**config.mk**
```make
export PLATFORM = sky130hd
export DESIGN_NAME = rob_csr
export DESIGN_NICKNAME = d
export VERILOG_FILES = /design/src/design/rob_pkg.sv /design/src/design/rob_csr.sv
export SDC_FILE = /design/constraint.sdc
export NUM_CORES = 1
export LEC_CHECK = 0
export ABC_AREA = 1
export BUFFER_PORTS_ARGS = -buffer_cell sky130_fd_sc_hd__buf_2
export CORE_ASPECT_RATIO = 1.4
export CORE_MARGIN = 2
export CORE_UTILIZATION = 26
export DETAILED_ROUTE_END_ITERATION = 12
export GPL_TIMING_DRIVEN = 0
export PLACE_DENSITY_LB_ADDON = 0.08
export RECOVER_POWER = 100
export SLEW_MARGIN = 20
export SYNTH_ARGS = -nofsm -noshare
export SYNTH_HDL_FRONTEND = slang
export SYNTH_SLANG_ARGS = --single-unit
```
**constraint.sdc**
```tcl
create_clock -name clock -period 0.8 [get_ports clock]
set_input_delay 0.24 -clock clock [delete_from_list [all_inputs] [get_ports clock]]
set_output_delay 0.24 -clock clock [all_outputs]
set_load 0.05 [all_outputs]
```
**src/design/rob_pkg.sv**
```systemverilog
// ----------------------------------------------------------------------------
// rob_pkg
// shared types and constants of the sequence-number reorder buffer
// ----------------------------------------------------------------------------
`default_nettype none

package rob_pkg;

   // geometry
   localparam int NUM_ROOMS     = 10;
   localparam int MAX_SERVERS   = 8;
   localparam int WINDOW        = 16;   // power of two, slot = index mod window
   localparam int PAYLOAD_WIDTH = 32;
   localparam int MAX_OUT       = 16;   // releases per request

   localparam int NUM_PAIRS  = MAX_SERVERS * NUM_ROOMS;
   localparam int NUM_SLOTS  = NUM_PAIRS * WINDOW;
   localparam int PAIR_BITS  = $clog2(NUM_PAIRS);
   localparam int WIN_BITS   = $clog2(WINDOW);
   localparam int SLOT_BITS  = PAIR_BITS + WIN_BITS;
   localparam int NOUT_BITS  = $clog2(MAX_OUT + 1);

   // field widths
   localparam int SENDER_W  = 4;
   localparam int ROOM_W    = 4;
   localparam int SEQ_W     = 32;
   localparam int HANDLE_W  = 32;
   localparam int STATUS_W  = 3;

   // register file
   localparam int CSR_ADDR_W = 3;
   localparam int CSR_DATA_W = 32;
   localparam logic REG_ORDERING_MODE = 1'b0;
   localparam logic REG_SERVER_COUNT  = 1'b1;
   localparam logic [3:0] SERVER_COUNT_RESET = 4'd8;

   typedef enum logic [STATUS_W-1:0] {
      ST_DELIVERED  = 3'd0,
      ST_HELD       = 3'd1,
      ST_BAD_ROOM   = 3'd2,
      ST_BAD_SENDER = 3'd3,
      ST_BAD_INDEX  = 3'd4,
      ST_STALE      = 3'd5,
      ST_BEYOND     = 3'd6
   } status_type;

   typedef enum logic [1:0] {
      S_IDLE,
      S_CHECK,
      S_RELEASE,
      S_EMIT
   } state_type;

   typedef struct packed {
      logic                ordering_mode;
      logic [SENDER_W-1:0] server_limit;
   } cfg_type;

   typedef struct packed {
      logic [SEQ_W-1:0]  cnt;
      logic [WINDOW-1:0] held;
   } pair_word_type;

endpackage

`default_nettype wire

```
**src/design/rob_csr.sv**
```systemverilog
// ----------------------------------------------------------------------------
// rob_csr
// apb register file: ordering mode and server count
// ----------------------------------------------------------------------------
`default_nettype none

module rob_csr import rob_pkg::*; (
   input  logic                  clock,
   input  logic                  reset,
   input  logic                  psel,
   input  logic                  penable,
   input  logic                  pwrite,
   input  logic [CSR_ADDR_W-1:0] paddr,
   input  logic [CSR_DATA_W-1:0] pwdata,
   output logic [CSR_DATA_W-1:0] prdata,
   output logic                  pready,
   output cfg_type               cfg
);

   logic                mode_ff, mode_in;
   logic [SENDER_W-1:0] count_ff, count_in;
   logic                wr_en;

   assign pready = 1'b1;
   assign wr_en  = psel & penable & pwrite & pready;

   always_comb begin
      mode_in  = mode_ff;
      count_in = count_ff;
      if (wr_en) begin
         case (paddr[2])
            REG_ORDERING_MODE: mode_in  = pwdata[0];
            REG_SERVER_COUNT:  count_in = pwdata[SENDER_W-1:0];
            default:           mode_in  = mode_ff;
         endcase
      end
   end

   always_ff @(posedge clock) begin
      if (reset) begin
         mode_ff  <= 1'b0;
         count_ff <= SERVER_COUNT_RESET;
      end else begin
         mode_ff  <= mode_in;
         count_ff <= count_in;
      end
   end

   always_comb begin
      case (paddr[2])
         REG_ORDERING_MODE: prdata = {{(CSR_DATA_W-1){1'b0}}, mode_ff};
         REG_SERVER_COUNT:  prdata = {{(CSR_DATA_W-SENDER_W){1'b0}}, count_ff};
         default:           prdata = '0;
      endcase
   end

   // counts above the supported peers act as the maximum
   assign cfg.ordering_mode = mode_ff;
   assign cfg.server_limit  = (count_ff > SENDER_W'(MAX_SERVERS)) ?
                              SENDER_W'(MAX_SERVERS) : count_ff;

endmodule

`default_nettype wire

```
**Word-level counts from Yosys, hierarchy flattened**

Cells that the tools add are included.

- Register bits after elaboration: 5
- Output and inout bits: 38
- Bits of input ports: 40

- Reductions and logical operators: 2
- Order comparisons: 1
- Muxes and demuxes: 2
- Bitwise operators: 3

Operators with widths:

| cell | number |
|---|---|
| 32-bit one-hot mux with 2 select lines | 1 |
| 4-bit greater-than comparator, second input constant | 1 |
| 4-bit two-way mux | 1 |
| 2-bit AND reduction | 2 |
| 1-bit AND | 2 |
| 1-bit inverter | 1 |

**Depth between registers and ports, before layout**

Gate-level depths: netlist of the first run.

- Word-level depth: 3
- Mapped depth: 5
- Gate-level depth less buffers: 5

**Worst setup path before layout of the first run**

Ideal clock, no wire load.

- Kind: register to output
- From: register count_ff[0]
- To: output prdata[0]
- Cell stages (with the launch flop): 3
- Arrival time: 1.449 ns
- Path slack: -0.889 ns
- Cells stage by stage: dfxtp_1 -> inv_1 -> o21ai_0

- Word-level cells in the longest chain between the ends: 1

RTL lines:

| what | line | text |
|---|---|---|
| from (decl) | rob_csr.sv:21 | `logic [SENDER_W-1:0] count_ff, count_in;` |
| from (signal assigned) | rob_csr.sv:45 | `count_ff <= count_in;` |
| 32-bit one-hot mux with 2 select lines | rob_csr.sv:50 | `case (paddr[2])` |
| to (decl) | rob_csr.sv:15 | `output logic [CSR_DATA_W-1:0] prdata,` |

No other way between the ends. The select of a mux whose other input is x is not followed.

==> impl_metrics.toml, run 1 <==
[setup_path]
reg2reg_from = "count_ff[3]"
reg2regPathDepth = 2
startpoint_type = "flip-flop"
cp_max_fo = 6
required_ns = 0.56
critical_path.endpoint_type = "output pin"
reg2reg_slack_ns = 0.13
arrival_ns = 0.94
crit-reg2reg-capture = "count_ff[3]"
worstSetupPathType = "flip-flop to output pin"

[sta]
fmax_mhz = 845
fin_ws_ns = -0.383
worst_clock_skew_ns = 0
fin_crit_sh = 1.48
fin_crit_ns = 1.18
slew_viol_final = 0
rsz0062_at_grt = "true"
finalHoldWorstSlack_ns = 0.207
hold_viol = 0
setup_violations = 9

[clocking]
clock-root-buffer = "clkbuf_4"
clock-sinks = 5
cts_tree = "built"
clock_latency_ns = 0.24
path_clk_slew_ns = 0.05
cts_buffer_depth = 2
htree_levels = 1
numCtsBuffers = 3
cts_hold_buf = 0

[drt]
drt_iter0_markers = 1
vias = 503
antenna_left = 0
avgViaCountPerCell = 3.33
drc = 0
routed_wl_um = 997
wire_per_inst_um = 6.60
first_pass_iters = 2

[synth]
synth_top_cell_by_area = "buf_4"
syn_area_sq_um = 517
synth_area_leaders = "buf_4, dfxtp_1, inv_1, nor2_1, nand2_1"
yosys_warnings = 0
synth.top_cell.area_share = 0.436
ys_seq_elements = 5
ys_types = 12
ys_seq_area_frac = 0.194
syn_area_per_cell_sq_um = 6.38
synth_cells = 81

[min_path]
hold-path-endpoint = "count_ff[3]"
hold_depth = 3
hp-start = "pwdata[3]"
holdCritPathClass = "primary input to flip-flop"

[power_and_ir_drop]
irDropWorstVdd_mv = 0.622
power_density_nw_per_um2 = 1250
p_leak_nw = 0.510

[floorplan]
start_util = 0.268
core_area_sq_um = 1930
die_area_sq_um = 2370
chipWidth_um = 41.7
io_pins = 78
die_y_um = 56.8
row_count = 19

[final_layout]
drive_above_1_share = 0.554
syn2layout_area_growth_pct = 79.9
n_antenna_cell = 0
final_nets = 171
fillCellCount = 209

[grt]
grt_max_degree = 8
grt_pass1_wl_um = 1660
antenna_found_initial = 0
grt_pass1_vias = 422
grt_usage = 0.0954
grt_overflow_total = 0

[outcome]
status = "finished, violations left"
violations = "setup timing"

[placement]
dp_hpwl_um = 838
place.gp.congestion = 0.698
portBuffers = 18
dp_slack_ns = -0.451

[job]
max_cap_viol_count = 0
where the power goes:
group / total [W] / switching, W / internal, W
registers: 0.000272 / 0.0000131 / 0.000259
logic: 0.000593 / 0.000419 / 0.000174
clock network: 0.000299 / 0.000110 / 0.000189
registers in the layout (all words and copies together), names as in the netlist:
| register | flops |
|---|---|
| mode_ff | 1 |
| count_ff | 4 |
critical path, cell delays in order (launching register included):
cell and delay (ns):
dfxtp_4 0.42, clkbuf_16 0.15, buf_12 0.12
layout by cell type (no fill, tap or decap), types with 2 or more instances in the layout:
cell type,count
nor2_4,4
nand2_1,7
buf_2,8
buf_4,29
inv_1,5
nand3_1,6
buf_8,3
clkinvlp_4,3
inv_2,4
nor2_1,7
clkbuf_1,2
conb_1,29
dfxtp_2,4
clkbuf_4,3
buf_6,6
nand2_2,2
layer usage:
metal	up-vias	routed length, um	part of all wire	global-route usage
met5	-	0	0	0
met4	0	44	0.044	0.111
met3	5	94	0.094	0.0225
met2	27	528	0.53	0.141
met1	195	330	0.33	0.101
li1	276	-	-	-
final cells by class:
class	count	area (sq um)	area share
Buffer	31	254	0.273
Sequential cell	5	109	0.117
Multi-Input combinational cell	60	293	0.315
Timing Repair Buffer	18	165	0.178
Inverter	12	56.3	0.0606
Clock buffer	4	26.3	0.0283
Tap cell	21	26.3	0.0283
synth_stat cells:
master and count:
nand2_1 10, a21oi_1 1, inv_2 1, clkbuf_1 1, o21ai_0 2, buf_4 30
dfxtp_1 5, inv_1 11, nor2_1 11, conb_1 2, nand3_1 6, nor2_4 1
worst max-delay path by stage:
stage	to	from	depth (start not counted)
4_1_cts	cfg[3]	count_ff[3]	2
6_report	cfg[3]	count_ff[3]	2
3_3_place_gp	prdata[0]	paddr[2]	5
2_1_floorplan	prdata[0]	count_ff[0]	2
5_1_grt	prdata[0]	paddr[2]	5
3_5_place_dp	prdata[0]	paddr[2]	5
cell families (layout without fill, tap and decap cells):
family          after synthesis  in the layout  share of synthesized area
compound gates                3              3                     0.0290
flops                         5              5                      0.194
simple gates                 28             28                      0.232
buf+inv                      43             65                      0.530
other cells                   2             29                     0.0145
per-stage QoR:
step,TNS [ns],std cells,cell area [sq um],utilization,total power (W)
after floorplan,-0.612,108,704,-,0.000788
after global placement,-2.92,147,821,0.426,0.000835
after detailed placement,-3.00,147,821,0.426,0.000836
after CTS,-3.10,151,925,0.480,0.00117
after global routing,-3.35,151,930,0.483,0.00122
final,-3.00,151,930,0.483,0.00116
timing repair:
action                                  in CTS  in global routing
endpoints found under the setup margin       9                 13
gates resized for setup                     24                  2
buffers inserted                             0                  0
Note: power is estimated with default switching activity, not from simulation.
==> run 2: changes to the inputs <==
CORE_UTILIZATION = 28   (was 26)
clock period = 1.3 ns   (was 0.8 ns; I/O delays follow)
==> impl_metrics.toml, run 2 (synthesis gave the netlist of run 1 again) <==
[clocking]
htree_levels = 1
post_cts_buffers = 0
cts_buffer_depth = 2
numCtsBuffers = 3
path_clk_slew_ns = 0.04
clock-sinks = 5
cts_tree = "built"
clock-root-buffer = "clkbuf_4"
cts_hold_buf = 0
clock_latency_ns = 0.23

[setup_path]
cp_max_fo = 7
cpPeakStageDelay_ns = 0.17
arrival_ns = 0.91
startpoint_type = "primary input"
required_ns = 0.91
path_cells = "buf_4 > inv_6 > nand2_1 > o21ai_2 > buf_6"
worstSetupPathType = "primary input to output pin"
critical-path-slowest-cell = "buf_6"
critical_path.endpoint_type = "output pin"

[drt]
avgViaCountPerCell = 3.30
antenna_left = 0
routed_wl_um = 982
wire_per_inst_um = 6.55
vias = 495
drc = 0
drt_iter0_markers = 3
first_pass_iters = 2

[power_and_ir_drop]
power_density_nw_per_um2 = 830
p_leak_nw = 0.512
p_sw_frac = 0.459
p_comb_frac = 0.506
switching_power_w = 0.000315
clockPowerShare = 0.254
irDropWorstVdd_mv = 0.412
p_int_w = 0.000372
p_seq_frac = 0.241

[final_layout]
final_cell_mix = "buf_4, conb_1, nand2_1, nor2_1, inv_1"
n_antenna_cell = 0
regMostFlops = "count_ff"
syn2layout_area_growth_pct = 60.0
drive_above_1_share = 0.469
multi_input_area_sq_um = 250
regArea_sq_um = 105
final_common_cell = "buf_4"
final_area_sq_um = 827
final_nets = 171
fillCellCount = 200
reg_top3 = "count_ff (4), mode_ff (1)"
largest_reg_flops = 4

[floorplan]
die_area_sq_um = 2210
die_y_um = 54.8
start_util = 0.294
row_count = 18
io_pins = 78
chipWidth_um = 40.3
core_area_sq_um = 1760

[outcome]
violations = "setup timing"
status = "finished, violations left"

[sta]
fmax_mhz = 767
fin_ws_ns = -0.00321
finalHoldWorstSlack_ns = 0.371
hold_viol = 0
rsz0062_at_grt = "true"
setup_violations = 1
fin_crit_ns = 1.30
fin_tns_setup_ns = -0.00321
slew_viol_final = 0
fin_crit_sh = 1.00
worst_clock_skew_ns = 0

[placement]
dp_hpwl_um = 845
portBuffers = 18
dp_slack_ns = -0.162
place.gp.congestion = 0.619
placed_cell_area_sq_um = 739

[grt]
antenna_found_initial = 0
grt_pass1_vias = 347
grt_usage = 0.0914
grt_overflow_total = 0
grt_pass1_wl_um = 1320
grt_max_degree = 8

[min_path]
holdCritPathClass = "primary input to flip-flop"

[job]
max_cap_viol_count = 0
==> run 2: critical path: cells and delay by family <==
| family | cells | cell delay, ns |
|---|---|---|
| buffers and inverters | 3 | 0.40 |
| AO/OA/AOI/OAI | 1 | 0.06 |
| AND/OR/NAND/NOR | 1 | 0.06 |
==> run 2: cell type report <==
type,count,share of cell area
multi-input combinational,60,0.303
timing repair buffer,18,0.171
inverter,12,0.0605
sequential,5,0.127
clock buffer,4,0.0318
buffer,31,0.277
tap,20,0.0303
==> run 2: power by group through the flow <==
stage | combinational (W) | sequential, W | clock, W
after CTS | 0.000341 | 0.000164 | 0.000180
final | 0.000347 | 0.000165 | 0.000174
after global routing | 0.000366 | 0.000166 | 0.000201
after floorplan | 0.000305 | 0.000166 | 0
after global placement | 0.000332 | 0.000167 | 0
after detailed placement | 0.000332 | 0.000167 | 0
==> run 2: what timing repair did <==
item                                    CTS  global route
resized for setup                        13            13
pin swaps                                 0             2
endpoints found under the hold margin     0             0
endpoints found under the setup margin    9             8
==> run 2: worst paths after layout <==
kind               start           to  slack [ns]  depth (start not counted)
max             paddr[2]    prdata[0]      -0.003                          5
min            pwdata[3]  count_ff[3]        0.37                          3
max reg2reg  count_ff[3]  count_ff[3]        0.68                          2
min reg2reg  count_ff[2]  count_ff[2]        0.48                          2
==> run 2: per-stage QoR <==
step                std cells   util  power [W]
floorplan                 108      -   0.000470
global placement          146  0.421   0.000498
detailed placement        146  0.421   0.000499
CTS                       150  0.455   0.000685
global route              150  0.471   0.000733
finish                    150  0.471   0.000686
==> run 2: layer usage <==
metal | vias to the layer above | global-route usage | share of wire
li1 | 278 | - | -
met1 | 192 | 0.0813 | 0.30
met2 | 23 | 0.164 | 0.58
met3 | 2 | 0.0407 | 0.11
met4 | 0 | 0.0500 | 0.0081
met5 | - | 0 | 0
==> run 3: changes to the inputs <==
SETUP_SLACK_MARGIN = 0.15   (was unset)
==> impl_metrics.toml, run 3 (synthesis gave the netlist of run 1 again) <==
[outcome]
status = "finished, final reports clean"

[sta]
rsz0062_at_grt = "true"
fin_crit_ns = 1.29
fin_ws_ns = 0.0147
setup_violations = 0
worst_clock_skew_ns = 0
hold_viol = 0
fmax_mhz = 778
fin_crit_sh = 0.989
slew_viol_final = 0

[clocking]
clock-sinks = 5
htree_levels = 1
numCtsBuffers = 3
clock-root-buffer = "clkbuf_4"
cts_hold_buf = 0
path_clk_slew_ns = 0.04
clock_latency_ns = 0.24
cts_buffer_depth = 2
cts_tree = "built"

[placement]
dp_hpwl_um = 829
portBuffers = 18
dp_slack_ns = -0.210
place.gp.congestion = 0.715

[power_and_ir_drop]
power_density_nw_per_um2 = 797
irDropWorstVdd_mv = 0.376
p_leak_nw = 0.526

[grt]
antenna_found_initial = 0
grt_max_degree = 8
grt_overflow_total = 0
grt_pass1_wl_um = 1320
grt_usage = 0.0914
grt_pass1_vias = 364

[drt]
wire_per_inst_um = 6.40
routed_wl_um = 966
drt_iter0_markers = 7
antenna_left = 0
vias = 505
avgViaCountPerCell = 3.34
drc = 0
first_pass_iters = 3

[setup_path]
path_cells = "buf_4 > inv_4 > nand2_2 > o21ai_4 > buf_6"
arrival_ns = 0.90
startpoint_type = "primary input"
reg2reg_from = "count_ff[3]"
cp.buffers_inverters = 3
cpLargestDelayFamily = "buffers and inverters"
required_ns = 0.91
crit_end = "prdata[0]"
crit_path_start = "paddr[2]"
cp_max_fo = 7
worstSetupPathType = "primary input to output pin"
critical-path-slowest-cell = "buf_6"
cpPeakStageDelay_ns = 0.17
reg2regPathDepth = 2
crit-reg2reg-capture = "count_ff[3]"
reg2reg_slack_ns = 0.65
path_depth = 5
critical_path.endpoint_type = "output pin"

[floorplan]
io_pins = 78
core_area_sq_um = 1760
row_count = 18
die_area_sq_um = 2210
chipWidth_um = 40.3
die_y_um = 54.8
start_util = 0.294

[final_layout]
largest_reg_flops = 4
drive_above_1_share = 0.519
syn2layout_area_growth_pct = 70.0
regMostFlops = "count_ff"
final_nets = 172
n_antenna_cell = 0
utilization = 0.500
final_common_cell = "buf_4"
reg_top3 = "count_ff (4), mode_ff (1)"
final_cell_mix = "buf_4, conb_1, nand2_1"

[min_path]
holdCritPathClass = "primary input to flip-flop"

[job]
max_cap_viol_count = 0
run 3: cell types whose count changed in the layout (fill, tap and decap cells not counted), sizes merged:
cell | previous run | this run
buf | 48 | 50
clkbuf | 5 | 4
run 3: worst min path at each step:
stage,from,endpoint,slack [ns],cells after the start
floorplan,count_ff[0],count_ff[0],0.46,2
global placement,count_ff[0],count_ff[0],0.47,2
detailed placement,count_ff[0],count_ff[0],0.48,2
CTS,pwdata[3],count_ff[3],0.36,3
global route,pwdata[3],count_ff[3],0.37,3
finish,pwdata[3],count_ff[3],0.37,3
run 3: per-layer routing:
layer / part of all wire / global-route usage / up-vias
met5: 0 / 0 / -
li1: - / - / 277
met1: 0.34 / 0.0936 / 195
met3: 0.12 / 0.0244 / 3
met4: 0.013 / 0.0833 / 0
met2: 0.52 / 0.145 / 30
run 3: area by class of cell:
class                           instances  area (sq um)
Buffer                                 31           240
Clock buffer                            4          26.3
Fill cell                             199           878
Inverter                               12          47.5
Multi-Input combinational cell         60           270
Sequential cell                         5           109
Tap cell                               20          25.0
Timing Repair Buffer                   19           160
run 3: per-stage QoR:
| stage | instance area [sq um] | hold WS [ns] | cells | power, W | TNS, ns |
|---|---|---|---|---|---|
| 2_1_floorplan | 638 | 0.455 | 108 | 0.000473 | 0 |
| 3_3_place_gp | 753 | 0.471 | 146 | 0.000501 | -0.245 |
| 3_5_place_dp | 753 | 0.484 | 146 | 0.000502 | -0.222 |
| 4_1_cts | 872 | 0.360 | 151 | 0.000702 | 0 |
| 5_1_grt | 878 | 0.373 | 151 | 0.000739 | -0.0756 |
| 6_report | 878 | 0.366 | 151 | 0.000700 | 0 |
run 3: power breakdown:
part	internal, W	switching, W	total, W
sequential	0.000159	0.00000574	0.000165
clock	0.000116	0.0000623	0.000178
combinational	0.000103	0.000255	0.000357
total	0.000378	0.000323	0.000700
run 3: repair_timing:
item                       in CTS  in global routing
setup endpoints to repair       9                  9
buffers inserted                1                  0
pin swaps                       2                  1
gates resized for setup        32                  5
run 3: tightest hold or removal path, delay by kind of cell:
family,cells,cell delay [ns]
and+or+nand+nor,2,0.10
buffers and inverters,1,0.08
